### config.mk
export PLATFORM = sky130hd
export DESIGN_NAME = rfmc_ctrl
export DESIGN_NICKNAME = d
export VERILOG_FILES = /design/src/rfmc_pkg.sv /design/src/rfmc_ctrl.sv
export SDC_FILE = /design/constraint.sdc
export NUM_CORES = 1
export LEC_CHECK = 0
export BUFFER_PORTS_ARGS = -buffer_cell sky130_fd_sc_hd__clkbuf_2
export CORE_AREA = 2 2 39 41
export DETAILED_ROUTE_END_ITERATION = 10
export DIE_AREA = 0 0 41 43
export PLACE_DENSITY_LB_ADDON = 0.12
export SLEW_MARGIN = 30
export SYNTH_ARGS = -nofsm -noshare
export SYNTH_HDL_FRONTEND = slang
export SYNTH_SLANG_ARGS = --single-unit
### constraint.sdc
create_clock -name clk -period 1.9 [get_ports clk]
set_input_delay 0.19 -clock clk [delete_from_list [all_inputs] [get_ports clk]]
set_output_delay 0.19 -clock clk [all_outputs]
set_load 0.01 [all_outputs]
### src/rfmc_pkg.sv
// ----------------------------------------------------------------------------
// rfmc_pkg
// shared types and constants of the randomized prim maze carver
// ----------------------------------------------------------------------------
package rfmc_pkg;

  localparam int GRID_COLS      = 48;
  localparam int GRID_ROWS      = 32;
  localparam int FRONTIER_DEPTH = 512;

  localparam int COL_W  = $clog2(GRID_COLS);
  localparam int ROW_W  = $clog2(GRID_ROWS);
  localparam int FA_W   = $clog2(FRONTIER_DEPTH);
  localparam int CNT_W  = $clog2(FRONTIER_DEPTH + 1);
  localparam int BX_W   = 7;
  localparam int BY_W   = 7;
  localparam int CC_W   = 8;
  localparam int RND_W  = 32;
  localparam int DIV_CW = $clog2(RND_W);

  typedef struct packed {
    logic             opcode;
    logic [RND_W-1:0] random_word;
  } in_item_t;

  typedef struct packed {
    logic [6:0] wall_x;
    logic [5:0] wall_y;
    logic       carved;
    logic       done_res;
  } out_item_t;

  typedef struct packed {
    logic [BX_W-1:0] x;
    logic [BY_W-1:0] y;
  } wall_t;

  typedef enum logic [1:0] {DIR_W, DIR_S, DIR_E, DIR_N} dir_t;

  typedef enum logic [1:0] {VS_A, VS_B, VS_NB, VS_TGT} vsel_t;

  typedef enum logic [3:0] {
    S_IDLE, S_DIV, S_RDP, S_RDL, S_POP, S_RDA, S_CHA, S_RDB, S_CHB,
    S_NB_RD, S_NB_CHK, S_MK_RD, S_MK_WR, S_FIN
  } state_t;

  typedef struct packed {
    logic  cap_in;
    logic  clear;
    logic  div_step;
    logic  rd_pos;
    logic  rd_last;
    logic  cap_w;
    logic  pop;
    logic  rd_vis;
    vsel_t vsel;
    logic  cap_a;
    logic  sel_target;
    logic  chk_nb;
    logic  mark;
    logic  out_load;
  } cmd_t;

  typedef struct packed {
    logic opcode;
    logic count_zero;
    logic div_last;
    logic dir_last;
    logic carve;
  } sts_t;

endpackage

### src/rfmc_ctrl.sv
// ----------------------------------------------------------------------------
// rfmc_ctrl
// sequencer for start and carve beats, owns the handshakes
// ----------------------------------------------------------------------------
module rfmc_ctrl (
  input  logic           clk,
  input  logic           rst,
  input  logic           in_valid,
  output logic           in_ready,
  output logic           out_valid,
  input  logic           out_ready,
  input  rfmc_pkg::sts_t sts,
  output rfmc_pkg::cmd_t cmd
);
  import rfmc_pkg::*;

  state_t state, state_next;
  logic   out_free;

  assign in_ready = state == S_IDLE;
  assign out_free = !out_valid || out_ready;

  always_ff @(posedge clk) begin
    if (rst) begin
      state <= S_IDLE;
    end else begin
      state <= state_next;
    end
  end

  always_ff @(posedge clk) begin
    if (rst) begin
      out_valid <= 1'b0;
    end else if (cmd.out_load) begin
      out_valid <= 1'b1;
    end else if (out_ready) begin
      out_valid <= 1'b0;
    end
  end

  always_comb begin
    state_next = state;
    unique case (state)
      S_IDLE: begin
        if (in_valid) begin
          if (!sts.opcode) state_next = S_NB_RD;
          else if (sts.count_zero) state_next = S_FIN;
          else state_next = S_DIV;
        end
      end
      S_DIV:    if (sts.div_last) state_next = S_RDP;
      S_RDP:    state_next = S_RDL;
      S_RDL:    state_next = S_POP;
      S_POP:    state_next = S_RDA;
      S_RDA:    state_next = S_CHA;
      S_CHA:    state_next = S_RDB;
      S_RDB:    state_next = S_CHB;
      S_CHB:    state_next = sts.carve ? S_NB_RD : S_FIN;
      S_NB_RD:  state_next = S_NB_CHK;
      S_NB_CHK: state_next = sts.dir_last ? S_MK_RD : S_NB_RD;
      S_MK_RD:  state_next = S_MK_WR;
      S_MK_WR:  state_next = S_FIN;
      S_FIN:    if (out_free) state_next = S_IDLE;
      default:  state_next = S_IDLE;
    endcase
  end

  always_comb begin
    cmd      = '0;
    cmd.vsel = VS_TGT;
    unique case (state)
      S_IDLE: begin
        cmd.cap_in = in_valid;
        cmd.clear  = in_valid && !sts.opcode;
      end
      S_DIV: cmd.div_step = 1'b1;
      S_RDP: cmd.rd_pos = 1'b1;
      S_RDL: begin
        cmd.cap_w   = 1'b1;
        cmd.rd_last = 1'b1;
      end
      S_POP: cmd.pop = 1'b1;
      S_RDA: begin
        cmd.rd_vis = 1'b1;
        cmd.vsel   = VS_A;
      end
      S_CHA: cmd.cap_a = 1'b1;
      S_RDB: begin
        cmd.rd_vis = 1'b1;
        cmd.vsel   = VS_B;
      end
      S_CHB: cmd.sel_target = 1'b1;
      S_NB_RD: begin
        cmd.rd_vis = 1'b1;
        cmd.vsel   = VS_NB;
      end
      S_NB_CHK: cmd.chk_nb = 1'b1;
      S_MK_RD:  cmd.rd_vis = 1'b1;
      S_MK_WR:  cmd.mark = 1'b1;
      S_FIN:    cmd.out_load = out_free;
      default:  cmd.cap_in = 1'b0;
    endcase
  end

endmodule

# Yosys cells after proc, flatten, opt, wreduce, memory -nomap -nowiden
# Index checks and enable logic that the tools add are counted.
[classes] reduce_logical=8 bitwise_logic=0 eq_ne=16 n_mul=0 order_cmp=0 mux=23 addsub=0 div_mod_pow=0 shift=0
[op_table] operator="case mux 4 bit (14 select lines)" n=1
[op_table] operator="equality test 4 bit (second input constant)" n=6
[op_table] operator="two-way mux 4 bit" n=5
[op_table] operator="equality test 4 x 3 -> 1 bit (second input constant)" n=4
[op_table] operator="two-way mux 1 bit" n=13
[op_table] operator="equality test 4 x 2 -> 1 bit (second input constant)" n=2
[op_table] operator="inequality test 2 bit (second input constant)" n=3
[op_table] operator="case mux 2 bit (3 select lines)" n=1
[op_table] operator="equality test 4 x 1 -> 1 bit (second input constant)" n=1
[op_table] operator="logical NOT 4 bit" n=1
[op_table] operator="two-way mux 2 bit" n=2
[op_table] operator="OR reduction 4 bit" n=1
[op_table] operator="two-way mux 3 bit" n=1
[op_table] operator="AND reduction 3 bit" n=1
[op_table] operator="logical NOT 1 bit" n=2
[op_table] operator="nonzero test 2 bit" n=1
[op_table] operator="logical AND 1 bit" n=1
[op_table] operator="logical OR 1 bit" n=1
[totals] out_inout_bits=17 reg_bits=5 ramBits=0 word_cells=49 romBits=0 mem_count=0 latchBits=0

# Depth between registers and ports, before layout
# Gate-level depths: netlist of run 1.
[logic_depth] depth_word=4 ltp_mapped=7 depth_no_buf=5

# Least setup slack after synthesis of run 1
# OpenSTA, ideal clock, no wires.
[synth_path] kind="register to output" from="reg state[1]" to="out cmd[13] in the netlist's numbering" required_time_ns=1.710 t_arrival_ns=1.556 path_stages_with_launch=7 setup_slack_ns=0.154 path_cell_list="dfxtp_1 -> buf_4 -> or2_1 -> buf_4 -> nor3_1 -> and2_1 -> nor2b_1"
[synth_lines] element="start: declaration" line_no="rfmc_ctrl.sv:17" text="state_t state, state_next;"
[synth_lines] element="start signal: assignment" line_no="rfmc_ctrl.sv:27" text="state <= state_next;"
[synth_lines] element="end: declaration" line_no="rfmc_ctrl.sv:13" text="output rfmc_pkg::cmd_t cmd"

==> flow_summary.toml, run 1 <==
[cells_and_area]
postLayoutCellArea_um2 = 588
final_layout_size_suffix_gt1_share_pct = 44.8
nFillCells = 152
areaGrowthSynthToFinish_pct = 40.7
fin_nets = 97
diodes = 0

[setup_path]
timing.critical_path.cells = "inv_2, or3_4, and2b_2, clkbuf_2"
cp_top_family = "simple AND/OR/NAND/NOR gates"
critPathMaxStageDelay_ns = 0.45
crit_slowest_cell = "dfxtp_1"
cp.required_ns = 1.71
worstPathArrival_ns = 1.52
cp_max_fo = 7
cp-end-kind = "output pin"
crit_type = "register to output pin"
cp_num_buf_inv = 2
startpoint_type = "register"

[synth]
synth_cell_types = 27
ys_top_cells_by_count = "a21oi_1, nand2_1, nor2_1, dfxtp_1, nand2b_1"
synth_nets = 68
yosysWarnings = 0
synth_top_area_share_pct = 24.0
avgSynthCellArea_um2 = 7.08
ys_seq_area_share_pct = 24.0
yosysMostFrequentCell = "a21oi_1"
syn_area_um2 = 418
yosys-top-cells-area = "dfxtp_1, a21oi_1, nand2b_1, buf_4, nand2_1"
ys_ff_latch = 5
synth_edf_count = 0
synthCells = 59
synth_top_area_cell = "dfxtp_1"
synth_ff_type = "dfxtp_1"
async_reset_ff_share_pct = 0

[clock_network]
clk-insertion-delay-late_ns = 0.24
ctsResizeCount = 0
cts_tree = "yes"
cts_max_level = 1
cts_buffers = 3
cts-hold-fix-buffers = 0
cts_sinks = 5
postCtsSetupBuffers = 0
clkTransAtPathRegs_ns = 0.04
clockBufferDepth = 2
ctsRootBufferMaster = "clkbuf_4"

[floorplanning]
fp.dieW_um = 41
dieArea_um2 = 1760
ioPinCount = 26
num_rows = 14
core_um2 = 1380
initial_core_util_pct = 30.2
die_h_um = 43

[drt]
vias = 506
drtIter0Drc = 4
drt_pass1_iterations = 4
vias_per_cell = 4.91
postRouteWirelength_mm = 1.10
ant_nets = 0
routedWlPerCell_um = 10.7
post-route-drc-count = 0

[grt]
overflow = 0
antenna_found_initial = 0
grt_start_max_net_pins = 10
grt_usage_pct = 13.8
grt_pass1_wl_mm = 1.62
grt_pass1_vias = 387

[timing]
worst_slew_pin_slew_ns = 0.380
fmax_mhz = 584
rsz0062_at_grt = "false"
finalSetupTns_ns = 0
fin_crit_ns = 1.71
skew_ns = 0.000641
fin_crit_sh_pct = 90.1
finalMaxSlewViolations = 0
hold_violations = 0
finalSetupViolCount = 0
whs_ns = 0.175
relSlewSlack_pct = 74.4

[pwr]
p_leak_nw = 0.282
ir_worst_vdd_uv = 609
powerDensity_nw_per_um2 = 1440

[placement]
place.gp.congestion = 0.725
placed_cell_area_um2 = 562
dpl.hpwl_um = 885
io_buffers = 25

[min_path]
hp-class = "input port to register"

[job]
cap_viol_max_count = 0

[run_status]
outcome = "completed"
-- state kept, by name, summed over array words and instances (netlist names) --
signal,count
state,4
out_valid,1
-- worst paths after layout --
check | depth (start not counted) | slack (ns) | endpoint | start
max | 4 | 0.19 | cmd[0] | state[0]$_SDFFE_PP0P_
min | 2 | 0.18 | state[2]$_SDFFE_PP0P_ | rst
max reg2reg | 5 | 0.37 | state[0]$_SDFFE_PP0P_ | state[1]$_SDFFE_PP0P_
min reg2reg | 2 | 0.53 | out_valid$_SDFFE_PP0P_ | out_valid$_SDFFE_PP0P_
-- stage by stage --
stage                     instances  power (mW)  util (%)  setup WS [ns]
after CTS                       103       0.855      42.5          0.178
after global placement           99       0.733      40.6          0.402
after floorplan                  59       0.564         -          0.154
final                           103       0.848      42.5          0.187
after global routing            103       0.928      42.5         0.0352
after detailed placement         99       0.727      40.6          0.385
-- layout make-up --
cell class | count | area [um^2] | area share, %
Tap cell | 16 | 20.0 | 3.40
Multi-Input combinational cell | 47 | 279 | 47.4
Clock buffer | 4 | 26.3 | 4.47
Timing Repair Buffer | 29 | 155 | 26.4
Inverter | 2 | 7.51 | 1.28
Sequential cell | 5 | 100 | 17.0
-- layout by cell type, fill, tap and decap left out, drive strengths merged --
cell type | Yosys | routed
and2b | 1 | 1
or2 | 3 | 3
or3 | 1 | 1
dfxtp | 5 | 5
nor2 | 6 | 6
and2 | 1 | 1
nand2 | 7 | 7
clkbuf | 1 | 29
nor3 | 3 | 3
a311oi | 2 | 2
o221ai | 1 | 1
nand2b | 5 | 5
buf | 4 | 4
nor2b | 1 | 1
nor4 | 2 | 2
nor4b | 1 | 1
inv | 2 | 2
or4 | 1 | 1
a21oi | 10 | 10
o22ai | 1 | 1
o32a | 1 | 1
-- routing by layer --
metal  wire (um)  vias to the layer above  GRT usage, %
met1         539                      224          19.4
met3          50                        2          1.57
met2         487                       16          17.5
met5           0                        -             0
li1            -                      264             -
met4          21                        0          12.0
-- where the power goes --
| group | internal [mW] | switching (mW) | total, mW |
|---|---|---|---|
| Sequential | 0.139 | 0.0606 | 0.200 |
| Combinational | 0.240 | 0.285 | 0.525 |
| Clock | 0.0794 | 0.0432 | 0.123 |
-- cells by family after synthesis --
group | Yosys count | share of synthesized area (%)
DFF | 5 | 24.0
AOI/OAI and AO/OA | 15 | 23.7
buffers and inverters | 7 | 9.28
and+or+nand+nor | 32 | 43.1
No activity file was read; power rests on OpenSTA's default activity.
==> run 2: changes to the inputs <==
--- a/config.mk
+++ b/config.mk
@@ -10,6 +10,7 @@
 export DETAILED_ROUTE_END_ITERATION = 10
 export DIE_AREA = 0 0 41 43
 export PLACE_DENSITY_LB_ADDON = 0.12
+export REMOVE_ABC_BUFFERS = 1
 export SLEW_MARGIN = 30
 export SYNTH_ARGS = -nofsm -noshare
 export SYNTH_HDL_FRONTEND = slang
==> run 2 against run 1 <==
  * Sequential power about the same
  * Die area unchanged
  * Clock power decreased by 4%
  * Worst hold slack improved by 0.016 ns
  * Final area decreased by 1.7%
  * Setup slack worse by 0.10 ns
  * Non-clock buffer count shrank 2
  * First-iteration DRC count is 50% higher
  * Total power shrank 3.8%
  * Wire length decreased by 6.7%
  * Clock-buffer cell count unchanged
==> flow_summary.toml, run 2 (synthesis results as in run 1) <==
[grt]
grt_usage_pct = 13.2
grt_start_max_net_pins = 13
grt_pass1_vias = 386
antenna_found_initial = 0
grt_pass1_wl_mm = 1.62
overflow = 0

[timing]
finalSetupViolCount = 0
rsz0062_at_grt = "false"
finalMaxSlewViolations = 0
worst_slew_pin_slew_ns = 0.419
relSlewSlack_pct = 72.1
skew_ns = 0.00317
finalSetupTns_ns = 0
fin_crit_ns = 1.82
fin_crit_sh_pct = 95.6
fmax_mhz = 551
setup_ws_ns = 0.0838
hold_violations = 0

[placement]
place.gp.congestion = 0.843
placed_cell_area_um2 = 547
dpl.hpwl_um = 862
io_buffers = 25
pre_cts_slack_ns = 0.309

[setup_path]
startpoint_type = "register"
cp_max_fo = 12
crit_type = "register to output pin"
cp-end-kind = "output pin"
worstPathArrival_ns = 1.63
cp.required_ns = 1.71

[pwr]
powerDensity_nw_per_um2 = 1410
power.share.clock_pct = 14.5
ir_worst_vdd_uv = 727
p_sw_share_pct = 46.4
power.internal_mw = 0.438
pwr-share-seq_pct = 24.8
finalPower_mw = 0.816
power_frac_comb_pct = 60.7
power_switching_mw = 0.378
p_leak_nw = 0.274

[cells_and_area]
regMostFlops = "state"
final_cell_mix = "clkbuf_2, a21oi_1, nor2_1, nand2_1"
fin_nets = 95
largest_reg_flops = 4
reg_top3 = "state (4), out_valid (1)"
postLayoutCellArea_um2 = 578
diodes = 0
areaGrowthSynthToFinish_pct = 38.3
nFillCells = 158
final_common_cell = "clkbuf_2"
final_layout_size_suffix_gt1_share_pct = 44.7

[drt]
vias = 490
postRouteWirelength_mm = 1.03
vias_per_cell = 4.85
drt_pass1_iterations = 4
post-route-drc-count = 0
drtIter0Drc = 6
ant_nets = 0
routedWlPerCell_um = 10.1

[floorplanning]
ioPinCount = 26
core_um2 = 1380
die_h_um = 43
initial_core_util_pct = 30.2
num_rows = 14
fp.dieW_um = 41
dieArea_um2 = 1760

[clock_network]
cts_tree = "yes"
cts-hold-fix-buffers = 0
clk-insertion-delay-late_ns = 0.23
cts_buffers = 3
ctsRootBufferMaster = "clkbuf_4"
cts_sinks = 5
postCtsSetupBuffers = 0
cts_max_level = 1
clkTransAtPathRegs_ns = 0.04
clockBufferDepth = 2
ctsResizeCount = 0

[min_path]
hp-class = "input port to register"

[run_status]
outcome = "completed"

[job]
cap_viol_max_count = 0
run 2: power by group through the flow:
| stage | clock network [mW] | logic [mW] | registers (mW) |
|---|---|---|---|
| 2_1_floorplan | 0 | 0.312 | 0.207 |
| 3_3_place_gp | 0 | 0.501 | 0.202 |
| 3_5_place_dp | 0 | 0.493 | 0.201 |
| 4_1_cts | 0.123 | 0.495 | 0.200 |
| 5_1_grt | 0.130 | 0.567 | 0.209 |
| 6_report | 0.118 | 0.495 | 0.203 |
run 2: cell type report:
| cell class | instances | area [um^2] | area share (%) |
|---|---|---|---|
| clock buffer | 4 | 26.3 | 4.55 |
| inverter | 2 | 7.51 | 1.30 |
| multi-input combinational | 47 | 284 | 49.1 |
| sequential | 5 | 100 | 17.3 |
| tap | 16 | 20.0 | 3.46 |
| timing repair buffer | 27 | 140 | 24.2 |
run 2: worst max-delay path, cell delays in order, from the launching register on:
cell      delay (ns)
dfxtp_1         0.57
nand2_2         0.14
or3_4           0.35
and2b_2         0.22
clkbuf_2        0.12
run 2: through the flow:
step | instances | utilization [%] | hold slack [ns]
floorplan | 54 | - | 0.259
global placement | 97 | 39.5 | 0.433
detailed placement | 97 | 39.5 | 0.429
CTS | 101 | 41.4 | 0.186
global route | 101 | 41.8 | 0.200
finish | 101 | 41.8 | 0.191
run 2: metal layers:
metal | GRT usage, % | vias up | wire length (um)
met5 | 0 | - | 0
met4 | 2.00 | 0 | 0
met3 | 4.71 | 0 | 53
met2 | 19.7 | 14 | 521
met1 | 18.1 | 212 | 450
li1 | - | 264 | -
run 2: path summary, 6_finish.rpt:
path,startpoint,to,slack [ns],cells after the start
worst max-delay path,state[2]$_SDFFE_PP0P_,cmd[0],0.08,4
worst min-delay path,rst,out_valid$_SDFFE_PP0P_,0.19,2
worst max register to register,state[2]$_SDFFE_PP0P_,state[0]$_SDFFE_PP0P_,0.28,4
worst min register to register,out_valid$_SDFFE_PP0P_,out_valid$_SDFFE_PP0P_,0.53,2
==> run 3: changes to the inputs <==
--- a/config.mk
+++ b/config.mk
@@ -6,9 +6,12 @@
 export NUM_CORES = 1
 export LEC_CHECK = 0
 export BUFFER_PORTS_ARGS = -buffer_cell sky130_fd_sc_hd__clkbuf_2
-export CORE_AREA = 2 2 39 41
+export CELL_PAD_IN_SITES_DETAIL_PLACEMENT = 1
+export CELL_PAD_IN_SITES_GLOBAL_PLACEMENT = 1
+export CORE_MARGIN = 2
+export CORE_UTILIZATION = 26
+export CTS_CLUSTER_SIZE = 28
 export DETAILED_ROUTE_END_ITERATION = 10
-export DIE_AREA = 0 0 41 43
 export PLACE_DENSITY_LB_ADDON = 0.12
 export REMOVE_ABC_BUFFERS = 1
 export SLEW_MARGIN = 30
==> run 3 against run 2 <==
  * Clock skew grew 0.0043 ns
  * Fmax increased by 5.2%
  * Cell count unchanged
  * Clock power grew 3%
  * Die area up 10%
  * Flip-flop and latch count unchanged
  * Non-clock buffer count unchanged
  * Via count is 4.5% higher
  * Combinational power increased by 2%
  * Largest cell class unchanged
==> flow_summary.toml, run 3 (synthesis results as in run 1) <==
[clock_network]
cts-hold-fix-buffers = 0
cts_max_level = 1
cts_sinks = 5
clockBufferDepth = 2
clk-insertion-delay-late_ns = 0.24
cts_tree = "yes"
clkTransAtPathRegs_ns = 0.05
ctsResizeCount = 0
postCtsSetupBuffers = 0
cts_buffers = 3
ctsRootBufferMaster = "clkbuf_4"

[floorplanning]
ioPinCount = 26
die_h_um = 44.1
dieArea_um2 = 1940
initial_core_util_pct = 27.7
fp.dieW_um = 44.1
num_rows = 14
core_um2 = 1510

[cells_and_area]
postLayoutCellArea_um2 = 577
final_common_cell = "clkbuf_2"
regMostFlops = "state"
fin_nets = 95
nFillCells = 206
final_cell_mix = "clkbuf_2, a21oi_1, nor2_1, nand2_1, nand2b_1"
final_cells = 101
largest_reg_flops = 4
reg_top3 = "state (4), out_valid (1)"
diodes = 0
areaGrowthSynthToFinish_pct = 38.0
final_layout_size_suffix_gt1_share_pct = 45.9

[pwr]
power.internal_mw = 0.446
powerDensity_nw_per_um2 = 1450
power_switching_mw = 0.391
pwr-share-seq_pct = 24.9
power.share.clock_pct = 14.6
finalPower_mw = 0.837
ir_worst_vdd_uv = 572
p_sw_share_pct = 46.7
power_frac_comb_pct = 60.5
p_leak_nw = 0.273

[grt]
antenna_found_initial = 0
grt_pass1_wl_mm = 2.12
grt_usage_pct = 14.8
grt_pass1_vias = 497
overflow = 0
grt_start_max_net_pins = 12

[timing]
finalSetupTns_ns = 0
fmax_mhz = 579
worst_slew_pin_slew_ns = 0.333
relSlewSlack_pct = 77.6
skew_ns = 0.00744
rsz0062_at_grt = "false"
hold_violations = 0
finalSetupViolCount = 0
fin_crit_ns = 1.73
whs_ns = 0.170
finalMaxSlewViolations = 0
fin_crit_sh_pct = 90.8

[drt]
drtIter0Drc = 4
vias_per_cell = 5.07
ant_nets = 0
post-route-drc-count = 0
drt_pass1_iterations = 3
postRouteWirelength_mm = 1.26
routedWlPerCell_um = 12.5
vias = 512

[min_path]
hp-class = "input port to register"

[setup_path]
crit_type = "register to output pin"
cp-end-kind = "output pin"
worstPathArrival_ns = 1.54
critPathMaxStageDelay_ns = 0.48
cp_max_fo = 9
crit_slowest_cell = "dfxtp_1"
timing.critical_path.cells = "nand2_2, or3_4, and2b_2, clkbuf_2"
cp.required_ns = 1.71
startpoint_type = "register"

[placement]
place.gp.congestion = 0.698
dp_cells = 97
dpl.hpwl_mm = 1.03
placed_cell_area_um2 = 547
io_buffers = 25

[job]
cap_viol_max_count = 0

[run_status]
outcome = "completed"
-- run 3: changes by cell type in the layout (fill, tap and decap cells not counted) --
| cell | delta |
|---|---|
| dfxtp_1 | -1 |
| nor3_2 | -1 |
| or2_1 | -1 |
| or2_4 | +1 |
| dfxtp_2 | +1 |
| nor3_1 | +1 |
-- run 3: area by class of cell --
class	count	area (um^2)	share of cell area, %
Multi-Input combinational cell	47	282	48.8
Timing Repair Buffer	27	140	24.3
Sequential cell	5	101	17.6
Clock buffer	4	26.3	4.56
Tap cell	16	20.0	3.47
Inverter	2	7.51	1.30
-- run 3: critical path: cells and delay by family, from the launching register on --
family | cells | cell delay [ns]
DFF | 1 | 0.48
and+or+nand+nor | 3 | 0.70
buffers and inverters | 1 | 0.12
-- run 3: power by group through the flow --
stage	clock network, mW	registers [mW]	logic, mW
floorplan	0	0.207	0.312
global placement	0	0.207	0.491
detailed placement	0	0.209	0.501
CTS	0.128	0.207	0.507
global route	0.135	0.223	0.571
finish	0.122	0.209	0.507
-- run 3: path summary, 6_finish.rpt --
check,start,end,slack [ns],cells past startpoint
max,state[3]$_SDFFE_PP0P_,cmd[0],0.17,4
min,rst,out_valid$_SDFFE_PP0P_,0.17,2
max reg2reg,state[3]$_SDFFE_PP0P_,state[0]$_SDFFE_PP0P_,0.35,4
min reg2reg,out_valid$_SDFFE_PP0P_,out_valid$_SDFFE_PP0P_,0.53,2
-- run 3: through the flow --
stage	worst slack [ns]	util (%)
finish	0.174	38.3
global route	0.00877	38.3
CTS	0.0602	38.0
detailed placement	0.259	36.3
global placement	0.336	36.3
floorplan	0.261	-
-- run 3: layer usage --
layer | GRT usage, % | part of all wire (%) | vias up
met5 | 0 | 0 | -
met3 | 6.53 | 6.1 | 0
met2 | 24.1 | 49 | 18
met4 | 1.82 | 0 | 0
li1 | - | - | 262
met1 | 18.6 | 44 | 232
